`config.mk`:
```
export PLATFORM = sky130hd
export DESIGN_NAME = climate_tick_controller_flat
export DESIGN_NICKNAME = d
export VERILOG_FILES = /design/src/sv/ctc_pkg.sv /design/src/sv/ctc_if.sv /design/src/sv/climate_tick_controller.sv /design/src/sv/ctc_csr_regs.sv /design/src/sv/ctc_tick_logic.sv /design/src/flat_wrapper.sv
export SDC_FILE = /design/constraint.sdc
export NUM_CORES = 1
export LEC_CHECK = 0
export ABC_AREA = 1
export BUFFER_PORTS_ARGS = -buffer_cell sky130_fd_sc_hd__clkbuf_2
export CAP_MARGIN = 20
export CORE_AREA = 3 3 186 188
export DETAILED_ROUTE_END_ITERATION = 6
export DIE_AREA = 0 0 189 191
export PLACE_DENSITY = 0.63
export SLEW_MARGIN = 40
export SYNTH_ARGS = -nofsm -noshare
export SYNTH_HDL_FRONTEND = slang
export SYNTH_SLANG_ARGS = --single-unit
```
`constraint.sdc`:
```
create_clock -name clock -period 4.7 [get_ports clock]
set_clock_uncertainty 0.1 [all_clocks]
set_input_delay 0.47 -clock clock [delete_from_list [all_inputs] [get_ports clock]]
set_output_delay 0.47 -clock clock [all_outputs]
set_load 0.05 [all_outputs]
```
`src/sv/ctc_pkg.sv`:
```
// ctc_pkg: shared types and constants of the climate tick controller
// no dependencies; every other file of the block uses it by scoped names
`default_nettype none

package ctc_pkg;

   // configuration register indexes
   typedef enum logic [2:0] {
      CSR_TEMP_LIMITS     = 3'd0,
      CSR_HUMI_LIMITS     = 3'd1,
      CSR_SPRAY_ON_TICKS  = 3'd2,
      CSR_SPRAY_OFF_TICKS = 3'd3,
      CSR_SUNRISE_MINUTES = 3'd4,
      CSR_SUNSET_MINUTES  = 3'd5,
      CSR_BUZZER_ENABLE   = 3'd6
   } csr_index_type;

   localparam int unsigned CSR_INDEX_WIDTH = 3;
   localparam int unsigned CSR_DATA_WIDTH  = 32;

   // tank level codes
   localparam logic [1:0] TANK_FULL = 2'd0;
   localparam logic [1:0] TANK_MID  = 2'd1;
   localparam logic [1:0] TANK_DRY  = 2'd2;

   // spray counter parked value and minutes per hour
   localparam logic [14:0] SPRAY_IDLE   = 15'h7FFF;
   localparam logic [5:0]  MIN_PER_HOUR = 6'd60;

   // one request as held in the input register
   typedef struct packed {
      logic              sensor_ok;
      logic signed [7:0] temperature;
      logic [6:0]        humidity;
      logic              water_high_pin;
      logic              water_low_pin;
      logic [4:0]        clock_hour;
      logic [5:0]        clock_minute;
   } req_type;

   // one result as held in the output register
   typedef struct packed {
      logic       heater_on;
      logic       sprayer_on;
      logic       daylight_on;
      logic [1:0] tank_state;
      logic       temp_low_flag;
      logic       temp_high_flag;
      logic       humi_low_flag;
      logic       humi_high_flag;
      logic       sensor_fault;
      logic       beep_start;
      logic       blink_phase;
   } rsp_type;

   // decoded configuration handed to the tick logic
   typedef struct packed {
      logic signed [7:0] temp_heat_on;
      logic signed [7:0] temp_heat_off;
      logic signed [7:0] temp_alarm_low;
      logic signed [7:0] temp_alarm_high;
      logic [7:0]        humi_spray_on;
      logic [7:0]        humi_spray_off;
      logic [7:0]        humi_alarm_low;
      logic [7:0]        humi_alarm_high;
      logic [14:0]       spray_on_ticks;
      logic [14:0]       spray_off_ticks;
      logic [10:0]       sunrise_minutes;
      logic [10:0]       sunset_minutes;
      logic              buzzer_enable;
   } cfg_type;

endpackage

`default_nettype wire

```
`src/sv/ctc_if.sv`:
```
// ctc_if: valid/ready channels of the climate tick controller
// depends on ctc_pkg for the register index and data widths
`default_nettype none

// request channel: one control tick of sensor and clock readings
interface ctc_req_if;
   logic              valid;
   logic              ready;
   logic              sensor_ok;
   logic signed [7:0] temperature;
   logic [6:0]        humidity;
   logic              water_high_pin;
   logic              water_low_pin;
   logic [4:0]        clock_hour;
   logic [5:0]        clock_minute;

   modport source (
      output valid, sensor_ok, temperature, humidity, water_high_pin, water_low_pin,
             clock_hour, clock_minute,
      input  ready
   );
   modport sink (
      input  valid, sensor_ok, temperature, humidity, water_high_pin, water_low_pin,
             clock_hour, clock_minute,
      output ready
   );
endinterface

// result channel: actuator drives and alarm status of one tick
interface ctc_rsp_if;
   logic       valid;
   logic       ready;
   logic       heater_on;
   logic       sprayer_on;
   logic       daylight_on;
   logic [1:0] tank_state;
   logic       temp_low_flag;
   logic       temp_high_flag;
   logic       humi_low_flag;
   logic       humi_high_flag;
   logic       sensor_fault;
   logic       beep_start;
   logic       blink_phase;

   modport source (
      output valid, heater_on, sprayer_on, daylight_on, tank_state, temp_low_flag,
             temp_high_flag, humi_low_flag, humi_high_flag, sensor_fault, beep_start,
             blink_phase,
      input  ready
   );
   modport sink (
      input  valid, heater_on, sprayer_on, daylight_on, tank_state, temp_low_flag,
             temp_high_flag, humi_low_flag, humi_high_flag, sensor_fault, beep_start,
             blink_phase,
      output ready
   );
endinterface

// register write channel
interface ctc_csr_if;
   logic                                valid;
   logic                                ready;
   logic [ctc_pkg::CSR_INDEX_WIDTH-1:0] index;
   logic [ctc_pkg::CSR_DATA_WIDTH-1:0]  data;

   modport source (output valid, index, data, input ready);
   modport sink (input valid, index, data, output ready);
endinterface

`default_nettype wire

```
`src/sv/climate_tick_controller.sv`:
```
// climate_tick_controller: top level, input register, result register and handshakes
// depends on ctc_pkg, ctc_if, ctc_csr_regs and ctc_tick_logic
//
//   channel   modport   direction   moves
//   req_chan  sink      in          one control tick of readings
//   rsp_chan  source    out         actuator drives and alarm flags
//   csr_chan  sink      in          register write (index, data)
//
// one request per cycle sustained while the result side keeps taking results
// the tick update is one pass of logic between the input and result registers
// synchronous active-high reset clears state, limits and both valid flags
// a stalled result holds while the input register still takes one more request
`default_nettype none

module climate_tick_controller #(
   parameter int unsigned ERROR_LIMIT  = 5,
   parameter int unsigned REPEAT_TICKS = 60,
   parameter int unsigned BLINK_TICKS  = 2
) (
   input  wire logic  clock,
   input  wire logic  reset,
   ctc_req_if.sink    req_chan,
   ctc_rsp_if.source  rsp_chan,
   ctc_csr_if.sink    csr_chan
);

   ctc_pkg::req_type req_ff, req_in;
   logic             req_valid_ff, req_valid_in;
   ctc_pkg::rsp_type rsp_ff, rsp_in, rsp_next;
   logic             rsp_valid_ff, rsp_valid_in;
   ctc_pkg::cfg_type cfg;
   logic             advance;
   logic             req_take;

   // register writes are always taken
   assign csr_chan.ready = 1'b1;

   ctc_csr_regs u_csr (
      .clock    (clock),
      .reset    (reset),
      .wr_valid (csr_chan.valid),
      .wr_index (csr_chan.index),
      .wr_data  (csr_chan.data),
      .cfg      (cfg)
   );

   // move from input register to result register when the result slot frees
   assign advance          = req_valid_ff && (!rsp_valid_ff || rsp_chan.ready);
   assign req_chan.ready   = !req_valid_ff || advance;
   assign req_take         = req_chan.valid && req_chan.ready;

   ctc_tick_logic #(
      .ERROR_LIMIT  (ERROR_LIMIT),
      .REPEAT_TICKS (REPEAT_TICKS),
      .BLINK_TICKS  (BLINK_TICKS)
   ) u_tick (
      .clock   (clock),
      .reset   (reset),
      .advance (advance),
      .req     (req_ff),
      .cfg     (cfg),
      .rsp     (rsp_next)
   );

   // input register
   always_comb begin
      req_in       = req_ff;
      req_valid_in = req_valid_ff && !advance;
      if (req_take) begin
         req_in.sensor_ok      = req_chan.sensor_ok;
         req_in.temperature    = req_chan.temperature;
         req_in.humidity       = req_chan.humidity;
         req_in.water_high_pin = req_chan.water_high_pin;
         req_in.water_low_pin  = req_chan.water_low_pin;
         req_in.clock_hour     = req_chan.clock_hour;
         req_in.clock_minute   = req_chan.clock_minute;
         req_valid_in          = 1'b1;
      end
   end

   // result register
   always_comb begin
      rsp_in       = rsp_ff;
      rsp_valid_in = rsp_valid_ff && !rsp_chan.ready;
      if (advance) begin
         rsp_in       = rsp_next;
         rsp_valid_in = 1'b1;
      end
   end

   always_ff @(posedge clock) begin
      if (reset) begin
         req_valid_ff <= 1'b0;
         rsp_valid_ff <= 1'b0;
      end else begin
         req_valid_ff <= req_valid_in;
         rsp_valid_ff <= rsp_valid_in;
      end
   end

   always_ff @(posedge clock) begin
      req_ff <= req_in;
      rsp_ff <= rsp_in;
   end

   // result port
   assign rsp_chan.valid          = rsp_valid_ff;
   assign rsp_chan.heater_on      = rsp_ff.heater_on;
   assign rsp_chan.sprayer_on     = rsp_ff.sprayer_on;
   assign rsp_chan.daylight_on    = rsp_ff.daylight_on;
   assign rsp_chan.tank_state     = rsp_ff.tank_state;
   assign rsp_chan.temp_low_flag  = rsp_ff.temp_low_flag;
   assign rsp_chan.temp_high_flag = rsp_ff.temp_high_flag;
   assign rsp_chan.humi_low_flag  = rsp_ff.humi_low_flag;
   assign rsp_chan.humi_high_flag = rsp_ff.humi_high_flag;
   assign rsp_chan.sensor_fault   = rsp_ff.sensor_fault;
   assign rsp_chan.beep_start     = rsp_ff.beep_start;
   assign rsp_chan.blink_phase    = rsp_ff.blink_phase;

endmodule

`default_nettype wire

```
`src/sv/ctc_csr_regs.sv`:
```
// ctc_csr_regs: configuration registers of the climate tick controller
// depends on ctc_pkg (index codes, cfg_type)
`default_nettype none

module ctc_csr_regs (
   input  wire logic                                clock,
   input  wire logic                                reset,
   input  wire logic                                wr_valid,
   input  wire logic [ctc_pkg::CSR_INDEX_WIDTH-1:0] wr_index,
   input  wire logic [ctc_pkg::CSR_DATA_WIDTH-1:0]  wr_data,
   output ctc_pkg::cfg_type                         cfg
);

   logic [31:0] temp_limits_ff, temp_limits_in;
   logic [31:0] humi_limits_ff, humi_limits_in;
   logic [14:0] spray_on_ff, spray_on_in;
   logic [14:0] spray_off_ff, spray_off_in;
   logic [10:0] sunrise_ff, sunrise_in;
   logic [10:0] sunset_ff, sunset_in;
   logic        buzzer_ff, buzzer_in;

   // write decode; unknown indexes are dropped
   always_comb begin
      temp_limits_in = temp_limits_ff;
      humi_limits_in = humi_limits_ff;
      spray_on_in    = spray_on_ff;
      spray_off_in   = spray_off_ff;
      sunrise_in     = sunrise_ff;
      sunset_in      = sunset_ff;
      buzzer_in      = buzzer_ff;
      if (wr_valid) begin
         unique case (ctc_pkg::csr_index_type'(wr_index))
            ctc_pkg::CSR_TEMP_LIMITS:     temp_limits_in = wr_data;
            ctc_pkg::CSR_HUMI_LIMITS:     humi_limits_in = wr_data;
            ctc_pkg::CSR_SPRAY_ON_TICKS:  spray_on_in    = wr_data[14:0];
            ctc_pkg::CSR_SPRAY_OFF_TICKS: spray_off_in   = wr_data[14:0];
            ctc_pkg::CSR_SUNRISE_MINUTES: sunrise_in     = wr_data[10:0];
            ctc_pkg::CSR_SUNSET_MINUTES:  sunset_in      = wr_data[10:0];
            ctc_pkg::CSR_BUZZER_ENABLE:   buzzer_in      = wr_data[0];
            default: ;
         endcase
      end
   end

   always_ff @(posedge clock) begin
      if (reset) begin
         temp_limits_ff <= '0;
         humi_limits_ff <= '0;
         spray_on_ff    <= '0;
         spray_off_ff   <= '0;
         sunrise_ff     <= '0;
         sunset_ff      <= '0;
         buzzer_ff      <= 1'b0;
      end else begin
         temp_limits_ff <= temp_limits_in;
         humi_limits_ff <= humi_limits_in;
         spray_on_ff    <= spray_on_in;
         spray_off_ff   <= spray_off_in;
         sunrise_ff     <= sunrise_in;
         sunset_ff      <= sunset_in;
         buzzer_ff      <= buzzer_in;
      end
   end

   // split the limit words into their bytes
   assign cfg.temp_heat_on    = $signed(temp_limits_ff[7:0]);
   assign cfg.temp_heat_off   = $signed(temp_limits_ff[15:8]);
   assign cfg.temp_alarm_low  = $signed(temp_limits_ff[23:16]);
   assign cfg.temp_alarm_high = $signed(temp_limits_ff[31:24]);
   assign cfg.humi_spray_on   = humi_limits_ff[7:0];
   assign cfg.humi_spray_off  = humi_limits_ff[15:8];
   assign cfg.humi_alarm_low  = humi_limits_ff[23:16];
   assign cfg.humi_alarm_high = humi_limits_ff[31:24];
   assign cfg.spray_on_ticks  = spray_on_ff;
   assign cfg.spray_off_ticks = spray_off_ff;
   assign cfg.sunrise_minutes = sunrise_ff;
   assign cfg.sunset_minutes  = sunset_ff;
   assign cfg.buzzer_enable   = buzzer_ff;

endmodule

`default_nettype wire

```
`src/sv/ctc_tick_logic.sv`:
```
// ctc_tick_logic: controller state and the per-tick update of one request
// depends on ctc_pkg (req_type, rsp_type, cfg_type, codes)
`default_nettype none

module ctc_tick_logic #(
   parameter int unsigned ERROR_LIMIT  = 5,
   parameter int unsigned REPEAT_TICKS = 60,
   parameter int unsigned BLINK_TICKS  = 2
) (
   input  wire logic             clock,
   input  wire logic             reset,
   input  wire logic             advance,
   input  ctc_pkg::req_type      req,
   input  ctc_pkg::cfg_type      cfg,
   output ctc_pkg::rsp_type      rsp
);

   localparam logic [7:0]  ERR_MAX   = 8'(ERROR_LIMIT);
   localparam logic [15:0] REPEAT_MAX = 16'(REPEAT_TICKS);
   localparam logic [15:0] BLINK_MAX = 16'(BLINK_TICKS);

   logic        heater_ff, heater_in;
   logic        spray_en_ff, spray_en_in;
   logic        spray_ph_ff, spray_ph_in;
   logic [14:0] spray_cnt_ff, spray_cnt_in;
   logic [7:0]  err_cnt_ff, err_cnt_in;
   logic        fault_ff, fault_in;
   logic        sounding_ff, sounding_in;
   logic [15:0] repeat_ff, repeat_in;
   logic        blink_ff, blink_in;
   logic [15:0] blink_cnt_ff, blink_cnt_in;

   logic        t_lo, t_hi, h_lo, h_hi;
   logic        tank_alarm, daylight, beep, any_alarm;
   logic [1:0]  tank;
   logic [7:0]  err_inc;
   logic [7:0]  humi8;
   logic [10:0] now;
   logic [14:0] spray_step;

   assign humi8 = {1'b0, req.humidity};
   assign now   = 11'(req.clock_hour) * 11'(ctc_pkg::MIN_PER_HOUR) + 11'(req.clock_minute);

   // sensor fault tracking, saturating at the error limit
   always_comb begin
      err_inc    = err_cnt_ff + 8'd1;
      err_cnt_in = err_cnt_ff;
      fault_in   = fault_ff;
      if (!req.sensor_ok) begin
         err_cnt_in = err_inc;
         if (err_inc >= ERR_MAX) begin
            err_cnt_in = ERR_MAX;
            fault_in   = 1'b1;
         end
      end else begin
         err_cnt_in = '0;
         fault_in   = 1'b0;
      end
   end

   // heater hysteresis and temperature alarms
   always_comb begin
      heater_in = 1'b0;
      t_lo      = 1'b0;
      t_hi      = 1'b0;
      if (req.sensor_ok) begin
         heater_in = heater_ff;
         if (req.temperature <= cfg.temp_heat_on && !heater_ff) begin
            heater_in = 1'b1;
         end else if (req.temperature >= cfg.temp_heat_off && heater_ff) begin
            heater_in = 1'b0;
         end
         t_lo = req.temperature <= cfg.temp_alarm_low;
         t_hi = req.temperature >= cfg.temp_alarm_high;
      end
   end

   // tank level from the two sense pins
   always_comb begin
      tank_alarm = 1'b0;
      if (req.water_low_pin && req.water_high_pin) begin
         tank = ctc_pkg::TANK_FULL;
      end else if (req.water_low_pin) begin
         tank = ctc_pkg::TANK_MID;
      end else begin
         tank       = ctc_pkg::TANK_DRY;
         tank_alarm = 1'b1;
      end
   end

   // sprayer enable hysteresis and on/off duty cycle
   always_comb begin
      spray_en_in  = 1'b0;
      spray_ph_in  = 1'b0;
      spray_cnt_in = ctc_pkg::SPRAY_IDLE;
      spray_step   = ctc_pkg::SPRAY_IDLE;
      h_lo         = 1'b0;
      h_hi         = 1'b0;
      if (req.sensor_ok && !tank_alarm) begin
         spray_en_in  = spray_en_ff;
         spray_ph_in  = spray_ph_ff;
         spray_cnt_in = spray_cnt_ff;
         if (humi8 <= cfg.humi_spray_on && !spray_en_ff) begin
            spray_en_in = 1'b1;
         end else if (humi8 >= cfg.humi_spray_off && spray_en_ff) begin
            spray_en_in  = 1'b0;
            spray_ph_in  = 1'b0;
            spray_cnt_in = ctc_pkg::SPRAY_IDLE;
         end
         if (spray_en_in) begin
            spray_step   = (spray_cnt_in < ctc_pkg::SPRAY_IDLE) ? spray_cnt_in + 15'd1
                                                                : spray_cnt_in;
            spray_cnt_in = spray_step;
            if (spray_ph_in) begin
               if (spray_step >= cfg.spray_on_ticks) begin
                  spray_ph_in  = 1'b0;
                  spray_cnt_in = '0;
               end
            end else begin
               if (spray_step >= cfg.spray_off_ticks) begin
                  spray_ph_in  = 1'b1;
                  spray_cnt_in = '0;
               end
            end
         end
         h_lo = humi8 <= cfg.humi_alarm_low;
         h_hi = humi8 >= cfg.humi_alarm_high;
      end
   end

   // daylight window, wrapping past midnight when sunset precedes sunrise
   always_comb begin
      if (cfg.sunset_minutes >= cfg.sunrise_minutes) begin
         daylight = (now >= cfg.sunrise_minutes) && (now < cfg.sunset_minutes);
      end else begin
         daylight = !((now >= cfg.sunset_minutes) && (now < cfg.sunrise_minutes));
      end
   end

   // alarm beep re-arming and blink phase
   assign any_alarm = t_lo || t_hi || h_lo || h_hi || tank_alarm || fault_in;

   always_comb begin
      beep         = 1'b0;
      sounding_in  = sounding_ff;
      repeat_in    = repeat_ff;
      blink_in     = blink_ff;
      blink_cnt_in = blink_cnt_ff;
      if (any_alarm) begin
         if (!sounding_ff) begin
            beep        = cfg.buzzer_enable;
            sounding_in = 1'b1;
            repeat_in   = '0;
         end else begin
            repeat_in = repeat_ff + 16'd1;
            if (repeat_in >= REPEAT_MAX) begin
               sounding_in = 1'b0;
            end
         end
         blink_cnt_in = blink_cnt_ff + 16'd1;
         if (blink_cnt_in >= BLINK_MAX) begin
            blink_in     = !blink_ff;
            blink_cnt_in = '0;
         end
      end else begin
         sounding_in = 1'b0;
         repeat_in   = '0;
      end
   end

   // state advances once per request handed to the result register
   always_ff @(posedge clock) begin
      if (reset) begin
         heater_ff    <= 1'b0;
         spray_en_ff  <= 1'b0;
         spray_ph_ff  <= 1'b0;
         spray_cnt_ff <= ctc_pkg::SPRAY_IDLE;
         err_cnt_ff   <= '0;
         fault_ff     <= 1'b0;
         sounding_ff  <= 1'b0;
         repeat_ff    <= '0;
         blink_ff     <= 1'b1;
         blink_cnt_ff <= '0;
      end else if (advance) begin
         heater_ff    <= heater_in;
         spray_en_ff  <= spray_en_in;
         spray_ph_ff  <= spray_ph_in;
         spray_cnt_ff <= spray_cnt_in;
         err_cnt_ff   <= err_cnt_in;
         fault_ff     <= fault_in;
         sounding_ff  <= sounding_in;
         repeat_ff    <= repeat_in;
         blink_ff     <= blink_in;
         blink_cnt_ff <= blink_cnt_in;
      end
   end

   // result fields
   assign rsp.heater_on      = heater_in;
   assign rsp.sprayer_on     = spray_ph_in;
   assign rsp.daylight_on    = daylight;
   assign rsp.tank_state     = tank;
   assign rsp.temp_low_flag  = t_lo;
   assign rsp.temp_high_flag = t_hi;
   assign rsp.humi_low_flag  = h_lo;
   assign rsp.humi_high_flag = h_hi;
   assign rsp.sensor_fault   = fault_in;
   assign rsp.beep_start     = beep;
   assign rsp.blink_phase    = blink_in;

endmodule

`default_nettype wire

```
`src/flat_wrapper.sv`:
```
// flat-port wrapper written by rule: the top's interface ports become plain ports
module climate_tick_controller_flat 
#(
   parameter int unsigned ERROR_LIMIT  = 5,
   parameter int unsigned REPEAT_TICKS = 60,
   parameter int unsigned BLINK_TICKS  = 2
)
  (clock, reset, req_chan_valid, req_chan_sensor_ok, req_chan_temperature, req_chan_humidity, req_chan_water_high_pin, req_chan_water_low_pin, req_chan_clock_hour, req_chan_clock_minute, req_chan_ready, rsp_chan_valid, rsp_chan_heater_on, rsp_chan_sprayer_on, rsp_chan_daylight_on, rsp_chan_tank_state, rsp_chan_temp_low_flag, rsp_chan_temp_high_flag, rsp_chan_humi_low_flag, rsp_chan_humi_high_flag, rsp_chan_sensor_fault, rsp_chan_beep_start, rsp_chan_blink_phase, rsp_chan_ready, csr_chan_valid, csr_chan_index, csr_chan_data, csr_chan_ready);
  ctc_req_if req_chan_i ();
  ctc_rsp_if rsp_chan_i ();
  ctc_csr_if csr_chan_i ();
  input  wire logic clock;
  input  wire logic reset;
  input wire logic [$bits(req_chan_i.valid)-1:0] req_chan_valid;
  input wire logic [$bits(req_chan_i.sensor_ok)-1:0] req_chan_sensor_ok;
  input wire logic [$bits(req_chan_i.temperature)-1:0] req_chan_temperature;
  input wire logic [$bits(req_chan_i.humidity)-1:0] req_chan_humidity;
  input wire logic [$bits(req_chan_i.water_high_pin)-1:0] req_chan_water_high_pin;
  input wire logic [$bits(req_chan_i.water_low_pin)-1:0] req_chan_water_low_pin;
  input wire logic [$bits(req_chan_i.clock_hour)-1:0] req_chan_clock_hour;
  input wire logic [$bits(req_chan_i.clock_minute)-1:0] req_chan_clock_minute;
  output wire logic [$bits(req_chan_i.ready)-1:0] req_chan_ready;
  output wire logic [$bits(rsp_chan_i.valid)-1:0] rsp_chan_valid;
  output wire logic [$bits(rsp_chan_i.heater_on)-1:0] rsp_chan_heater_on;
  output wire logic [$bits(rsp_chan_i.sprayer_on)-1:0] rsp_chan_sprayer_on;
  output wire logic [$bits(rsp_chan_i.daylight_on)-1:0] rsp_chan_daylight_on;
  output wire logic [$bits(rsp_chan_i.tank_state)-1:0] rsp_chan_tank_state;
  output wire logic [$bits(rsp_chan_i.temp_low_flag)-1:0] rsp_chan_temp_low_flag;
  output wire logic [$bits(rsp_chan_i.temp_high_flag)-1:0] rsp_chan_temp_high_flag;
  output wire logic [$bits(rsp_chan_i.humi_low_flag)-1:0] rsp_chan_humi_low_flag;
  output wire logic [$bits(rsp_chan_i.humi_high_flag)-1:0] rsp_chan_humi_high_flag;
  output wire logic [$bits(rsp_chan_i.sensor_fault)-1:0] rsp_chan_sensor_fault;
  output wire logic [$bits(rsp_chan_i.beep_start)-1:0] rsp_chan_beep_start;
  output wire logic [$bits(rsp_chan_i.blink_phase)-1:0] rsp_chan_blink_phase;
  input wire logic [$bits(rsp_chan_i.ready)-1:0] rsp_chan_ready;
  input wire logic [$bits(csr_chan_i.valid)-1:0] csr_chan_valid;
  input wire logic [$bits(csr_chan_i.index)-1:0] csr_chan_index;
  input wire logic [$bits(csr_chan_i.data)-1:0] csr_chan_data;
  output wire logic [$bits(csr_chan_i.ready)-1:0] csr_chan_ready;
  assign req_chan_i.valid = req_chan_valid;
  assign req_chan_i.sensor_ok = req_chan_sensor_ok;
  assign req_chan_i.temperature = req_chan_temperature;
  assign req_chan_i.humidity = req_chan_humidity;
  assign req_chan_i.water_high_pin = req_chan_water_high_pin;
  assign req_chan_i.water_low_pin = req_chan_water_low_pin;
  assign req_chan_i.clock_hour = req_chan_clock_hour;
  assign req_chan_i.clock_minute = req_chan_clock_minute;
  assign req_chan_ready = req_chan_i.ready;
  assign rsp_chan_valid = rsp_chan_i.valid;
  assign rsp_chan_heater_on = rsp_chan_i.heater_on;
  assign rsp_chan_sprayer_on = rsp_chan_i.sprayer_on;
  assign rsp_chan_daylight_on = rsp_chan_i.daylight_on;
  assign rsp_chan_tank_state = rsp_chan_i.tank_state;
  assign rsp_chan_temp_low_flag = rsp_chan_i.temp_low_flag;
  assign rsp_chan_temp_high_flag = rsp_chan_i.temp_high_flag;
  assign rsp_chan_humi_low_flag = rsp_chan_i.humi_low_flag;
  assign rsp_chan_humi_high_flag = rsp_chan_i.humi_high_flag;
  assign rsp_chan_sensor_fault = rsp_chan_i.sensor_fault;
  assign rsp_chan_beep_start = rsp_chan_i.beep_start;
  assign rsp_chan_blink_phase = rsp_chan_i.blink_phase;
  assign rsp_chan_i.ready = rsp_chan_ready;
  assign csr_chan_i.valid = csr_chan_valid;
  assign csr_chan_i.index = csr_chan_index;
  assign csr_chan_i.data = csr_chan_data;
  assign csr_chan_ready = csr_chan_i.ready;
  climate_tick_controller #(.ERROR_LIMIT(ERROR_LIMIT), .REPEAT_TICKS(REPEAT_TICKS), .BLINK_TICKS(BLINK_TICKS)) u_core (.clock(clock), .reset(reset), .req_chan(req_chan_i), .rsp_chan(rsp_chan_i), .csr_chan(csr_chan_i));
endmodule
```
==> impl_metrics.yaml, run 1 <==
outcome:
  outcome: "completed"
critical_path:
  worst_ep_required_time_ns: 4.89
  critPathSlowestCell: "fa_1"
  start_kind: "flop"
  critPathArrivalTime_ns: 4.81
  path_class: "reg -> reg"
  critPathMaxStageDelay_ns: 0.59
  end_kind: "flop"
  path_cells: "fa_1 -> inv_2 -> fa_1 -> fa_1 -> inv_2 -> ha_4 -> buf_6 -> a21oi_1 -> nor4_2 -> xor2_1 -> ha_1 -> nand2_4 -> nor2_2 -> a221oi_2 -> nand2_1 -> a21oi_2 -> a21oi_2"
  rrSetupSlack_ns: 0.08
  cpMostUsedCell: "fa_1"
  critPathMaxFanout: 4
floorplan:
  core_um2: 33300
  row_count: 67
  fp.dieW_um: 189
  initial_utilization_pct: 39.6
  dieArea_um2: 36100
  ios: 84
  die_y_um: 191
pwr:
  ir_drop_uv: 269
  p_total_uw: 5590
  p_per_area_nw_per_um2: 364
  p_leak_uw: 0.00648
min_path:
  min_path_type: "in -> reg"
routing:
  num_vias: 11400
  drc: 0
  wire_per_inst_um: 14.4
  vias_per_cell: 4.97
  routed_wl_um: 32800
  drt_pass1_iterations: 5
  drtAntennaViolNets: 0
  drt_iter0_drc: 863
cells_and_area:
  fin_util_pct: 46.1
  drive_above_1_share_pct: 12.5
  fin_nets: 2037
  fin_cells: 2287
  area_growth_pct: 16.4
timing:
  slew_headroom_pct: 49.2
  hold_viol: 0
  setup_viol: 0
  fmax_ghz: 0.216
  whs_ns: 0.0225
  grt_setup_unrepaired: "true"
  min_period_over_period_pct: 98.3
  finalMaxSlewViolations: 0
  min_period_ns: 4.62
  tightest_slew_ns: 0.762
cts:
  cts_tree: "built"
  clk_pin_slew_worst_paths_ns: 0.06
  cts_buffer_depth: 3
  clock_latency_ns: 0.54
  cts_root_buffer: "clkbuf_16"
  ctsHtreeMaxLevel: 1
  cts_buffers: 27
  clock_sinks: 221
placed_design:
  place_inst: 2208
  hpwl_um: 23800
  port_buffers: 82
  gp_congestion: 0.851
grt:
  grt-ovfl-total: 0
  antenna_found_initial: 2
  grt_pass1_wl_um: 53300
  track_usage_pct: 17.9
  grt_pass1_vias: 10700
  grt_max_degree: 68
logic_synthesis:
  yosys_warnings: 0
  avgSynthCellArea_um2: 7.66
  syn-num-nets: 1944
  syn_inst: 1721
  synth_edf_count: 41
  synth-main-ff-cell: "dfxtp_1"
  ys_async_sr_fraction_pct: 0
  ys_seq_area_share_pct: 36.7
  syn_area_um2: 13200
  ys_ff_latch: 221
  netlist-cell-type-count: 50
job:
  drv_cap: 0
## synth_stat cells (2+ instances only)
library cell	count	share of area [%]
buf_2	8	0.30
inv_2	3	0.085
and2_1	6	0.28
xor2_1	22	1.5
buf_1	2	0.057
a221oi_1	2	0.13
clkbuf_1	49	1.4
xnor2_1	10	0.66
buf_4	2	0.11
o21ai_1	6	0.23
nand3_2	5	0.38
nor2_2	6	0.28
a21oi_1	230	8.7
nor3_2	13	0.99
nand4_1	39	1.9
o41ai_1	8	0.53
nand3b_1	8	0.46
o21ai_2	5	0.33
nor2_1	112	3.2
dfxtp_1	180	27
edfxtp_1	41	9.3
ha_1	146	14
o211ai_1	4	0.23
nand2_2	12	0.57
o21ai_0	152	5.8
fa_1	8	1.2
nor3_1	24	0.91
or2_2	3	0.14
inv_1	261	7.4
buf_6	5	0.43
nand3_1	67	2.5
nand2_1	259	7.4
nor4_1	6	0.28
## layout by cell type (no fill, tap or decap), drive strengths merged, types with 2 or more instances in the layout
cell	synthesis	layout
o211ai	4	4
buf	17	24
o31ai	2	2
ha	146	146
a21boi	2	2
dlygate4sd3	0	24
and2	6	6
a221oi	2	2
nand4	39	39
nand3	72	72
clkinv	1	8
fa	8	8
diode	0	4
nand3b	8	8
o41ai	8	8
a21oi	230	230
o21ai	163	163
nor4	6	6
edfxtp	41	41
inv	264	266
nor2	119	119
nor3	37	37
xor2	22	22
nand2	272	272
dfxtp	180	180
clkbuf	49	122
or2	3	3
xnor2	10	10
## metrics by stage
step	setup slack, ns	setup TNS [ns]	area, um^2
after floorplan	0.215	0	13200
after global placement	0.0763	0	14000
after detailed placement	0.0657	0	14000
after CTS	0.0584	0	15100
after global routing	-0.128	-0.128	15300
final	0.0800	0	15300
## routing by layer
| layer | vias up | track usage, % | wire length (um) |
|---|---|---|---|
| li1 | 5929 | - | - |
| met1 | 5166 | 24.1 | 15700 |
| met2 | 211 | 29.8 | 14900 |
| met3 | 53 | 2.49 | 1390 |
| met4 | 0 | 5.39 | 837 |
| met5 | - | 0 | 0 |
## logic make-up (layout without fill, tap and decap cells)
family                   after synthesis  count (layout)  synth area share [%]
flip-flops                           221             221                  36.7
adder cells (fa/ha/maj)              154             154                  15.1
AO/OA/AOI/OAI                        420             420                  16.8
other                                  1               5                0.0285
XOR/XNOR                              32              32                  2.13
AND/OR/NAND/NOR                      562             562                  19.4
buffers and inverters                331             445                  9.85
## sequential cells by signal (all words and copies together), names as in the netlist, 2 cells and up
name / cells
u_core.u_tick.err_cnt_ff: 8
u_core.u_csr.spray_on_ff: 15
u_core.u_tick.spray_cnt_ff: 15
u_core.u_tick.repeat_ff: 16
u_core.req_ff: 29
u_core.u_csr.spray_off_ff: 15
u_core.u_csr.sunrise_ff: 11
u_core.rsp_chan.tank_state: 2
u_core.u_csr.temp_limits_ff: 32
u_core.u_tick.blink_cnt_ff: 16
u_core.u_csr.humi_limits_ff: 32
u_core.u_csr.sunset_ff: 11
## worst max-delay path: cells and delay by family, from the launching register on
kind                     cells  cell delay (ns)
flip-flops                   1             0.43
buffers and inverters        3             0.20
AO/OA/AOI/OAI                4             0.57
adder cells (fa/ha/maj)      5             2.20
AND/OR/NAND/NOR              4             0.59
XOR/XNOR                     1             0.29
## where the power goes
part	internal [uW]	total, uW	switching, uW	leakage [uW]
combinational	570	1480	909	0.00417
clock	1240	2060	817	0.000446
sequential	2010	2050	41.0	0.00186
## cell type report
cell class	count	area, um^2
fill	3323	17900
multi-input combinational	1169	7200
sequential	221	4830
inverter	265	997
timing repair buffer	130	838
clock buffer	40	806
tap	448	561
clock inverter	10	86.3
antenna	4	10.0
## what timing repair did
| item | in CTS | in global routing |
|---|---|---|
| setup buffers | 0 | 1 |
| resized for setup | 0 | 35 |
| setup endpoints to repair | 0 | 11 |
| hold buffers | 23 | 1 |
| hold endpoints to repair | 23 | 1 |
## path summary, 6_finish.rpt
path                             endpoint                    startpoint  cells after the start
min                      u_core.req_ff[0]      req_chan_clock_minute[0]                      1
min reg2reg  u_core.u_csr.spray_off_ff[0]  u_core.u_csr.spray_off_ff[0]                      2
max           u_core.rsp_chan.daylight_on              u_core.req_ff[8]                     17
max reg2reg   u_core.rsp_chan.daylight_on              u_core.req_ff[8]                     17
Note: power is estimated with default switching activity, not from simulation.
==> inputs of run 2 (changes only) <==
CORE_AREA = 3 3 158 160   (was 3 3 186 188)
DIE_AREA = 0 0 161 163   (was 0 0 189 191)
PLACE_DENSITY = 0.76   (was 0.63)
==> run 2 against run 1 <==
Compared with the run above: the flow now finishes with violations (negative setup slack); die area down 27%; register-to-register slack worse by 0.09 ns; total power is essentially flat; hold slack worse by 0.0079 ns; critical path depth up 3; sequential cell count is the same; non-clock buffer count fell by 3; global-route usage is 6.5 points higher; via count is 2.0% higher.
==> impl_metrics.yaml, run 2 (synthesis gave the netlist of run 1 again) <==
outcome:
  outcome: "finished, violations left"
  violations: "negative setup slack"
critical_path:
  start_kind: "flop"
  end_kind: "flop"
  critPathMaxFanout: 4
  rrSetupSlack_ns: -0.009
  path_class: "reg -> reg"
  reg2reg_depth: 20
  r2r-end: "u_core.rsp_chan.daylight_on"
  r2r_start: "u_core.req_ff[6]"
  critPathArrivalTime_ns: 5.00
  worst_ep_required_time_ns: 4.99
pwr:
  clockPowerShare_pct: 36.1
  p_per_area_nw_per_um2: 369
  p_total_uw: 5590
  sw_frac_of_total_pct: 31.8
  internal_power_uw: 3810
  p_switching_uw: 1780
  ir_drop_uv: 333
  p_seq_share_pct: 36.7
  p_leak_uw: 0.00645
  pwr-share-comb_pct: 27.2
floorplan:
  initial_utilization_pct: 56.0
  core_um2: 23500
  ios: 84
  fp.dieW_um: 161
  row_count: 56
  die_y_um: 163
  dieArea_um2: 26200
routing:
  drc: 0
  wire_per_inst_um: 15.1
  drt_iter0_drc: 743
  vias_per_cell: 5.40
  routed_wl_um: 32400
  drtAntennaViolNets: 0
  drt_pass1_iterations: 5
  num_vias: 11600
cells_and_area:
  fin_util_pct: 64.2
  drive_above_1_share_pct: 12.3
  area_growth_pct: 14.8
  final_common_cell: "inv_1"
  diodes: 0
  fin_nets: 2032
  most-common-layout-cells: "inv_1, nand2_1, a21oi_1"
  top_regs: "u_core.u_csr.humi_limits_ff: 32 flops, u_core.u_csr.temp_limits_ff: 32 flops, u_core.req_ff: 29 flops"
  n_fill_cell: 2073
cts:
  ctsHtreeMaxLevel: 1
  clk_pin_slew_worst_paths_ns: 0.06
  cts_buffer_depth: 3
  cts_tree: "built"
  cts_buffers: 25
  clock_sinks: 221
  cts_root_buffer: "clkbuf_16"
  clock_latency_ns: 0.54
grt:
  grt_pass1_vias: 11200
  track_usage_pct: 24.4
  antenna_found_initial: 1
  grt-ovfl-total: 0
  grt_pass1_wl_um: 53400
  grt_max_degree: 59
timing:
  min_period_over_period_pct: 100
  setup_slack_ns: -0.00944
  whs_ns: 0.0146
  setup_viol: 1
  finalMaxSlewViolations: 0
  slew_headroom_pct: 48.7
  hold_viol: 0
  grt_setup_unrepaired: "true"
  fmax_ghz: 0.212
  tightest_slew_ns: 0.769
  min_period_ns: 4.71
min_path:
  min_from: "req_chan_clock_minute[5]"
  min_to: "u_core.req_ff[5]"
  min_path_type: "in -> reg"
  holdPathStages: 1
placed_design:
  hpwl_um: 23400
  gp_congestion: 0.885
  port_buffers: 82
job:
  drv_cap: 0
run 2: changes by cell type in the layout (fill, tap and decap cells not counted), moves of 3 or more:
| cell | previous run | this run |
|---|---|---|
| clkbuf_16 | 28 | 25 |
| clkbuf_1 | 6 | 2 |
| dlygate4sd3_1 | 24 | 20 |
| diode_2 | 4 | 0 |
| clkinv_1 | 1 | 5 |
| clkinv_2 | 6 | 3 |
run 2: worst max path at each step:
| stage | startpoint | to | slack, ns | depth (start not counted) |
|---|---|---|---|---|
| after floorplan | u_core.req_ff[8] | u_core.rsp_chan.daylight_on | 0.22 | 20 |
| after global placement | u_core.req_ff[6] | u_core.rsp_chan.daylight_on | 0.08 | 20 |
| after detailed placement | u_core.req_ff[6] | u_core.rsp_chan.daylight_on | -0.09 | 20 |
| after CTS | u_core.req_ff[7] | u_core.rsp_chan.daylight_on | 0.006 | 20 |
| after global routing | u_core.req_ff[6] | u_core.rsp_chan.daylight_on | -0.22 | 20 |
| final | u_core.req_ff[6] | u_core.rsp_chan.daylight_on | -0.009 | 20 |
run 2: what timing repair did:
item / in CTS / in global routing
pin swaps: 0 / 16
buffers inserted: 0 / 3
hold buffers: 20 / 0
gates resized for setup: 5 / 30
endpoints found under the hold margin: 20 / 0
endpoints found under the setup margin: 1 / 17
run 2: critical path, cell delays in order, from the launching register on:
cell and delay (ns):
edfxtp_1 0.41, fa_1 0.60, inv_2 0.05, fa_1 0.51, fa_1 0.56, inv_2 0.05
ha_4 0.24, a21oi_2 0.11, inv_1 0.07, a31oi_4 0.15, nor2_1 0.07, inv_1 0.10
nor2_4 0.06, nand3b_1 0.14, xor2_2 0.22, ha_1 0.29, nand2_1 0.17, o21ai_0 0.16
a221oi_2 0.24, a21boi_1 0.11, a21oi_1 0.16
run 2: area by class of cell:
class	instances	area [um^2]	share of cell area, %
clock inverter	14	161	1.07
multi-input combinational	1169	7220	47.7
timing repair buffer	127	815	5.39
sequential	221	4830	32.0
inverter	265	995	6.58
tap	319	399	2.64
clock buffer	32	702	4.64
run 2: metrics by stage:
step,instances,worst slack [ns],instance area (um^2),TNS [ns]
4_1_cts,2144,0.00638,15000,0
5_1_grt,2147,-0.219,15100,-0.219
3_3_place_gp,2078,0.0843,13900,0
2_1_floorplan,1721,0.215,13200,0
6_report,2147,-0.00944,15100,-0.00944
3_5_place_dp,2078,-0.0870,13900,-0.0870
run 2: power by group through the flow:
stage	clock network, uW	registers [uW]	logic (uW)
after global placement	0	2090	1260
after detailed placement	0	2090	1300
after CTS	2050	2050	1340
after floorplan	0	2110	949
after global routing	2130	2060	1710
final	2020	2050	1520
run 2: layer usage:
| metal | vias to the layer above | part of all wire [%] | track usage (%) |
|---|---|---|---|
| met3 | 70 | 4.5 | 3.13 |
| met2 | 264 | 47 | 41.4 |
| li1 | 5901 | - | - |
| met4 | 0 | 3.4 | 7.98 |
| met5 | - | 0 | 0 |
| met1 | 5351 | 45 | 32.5 |
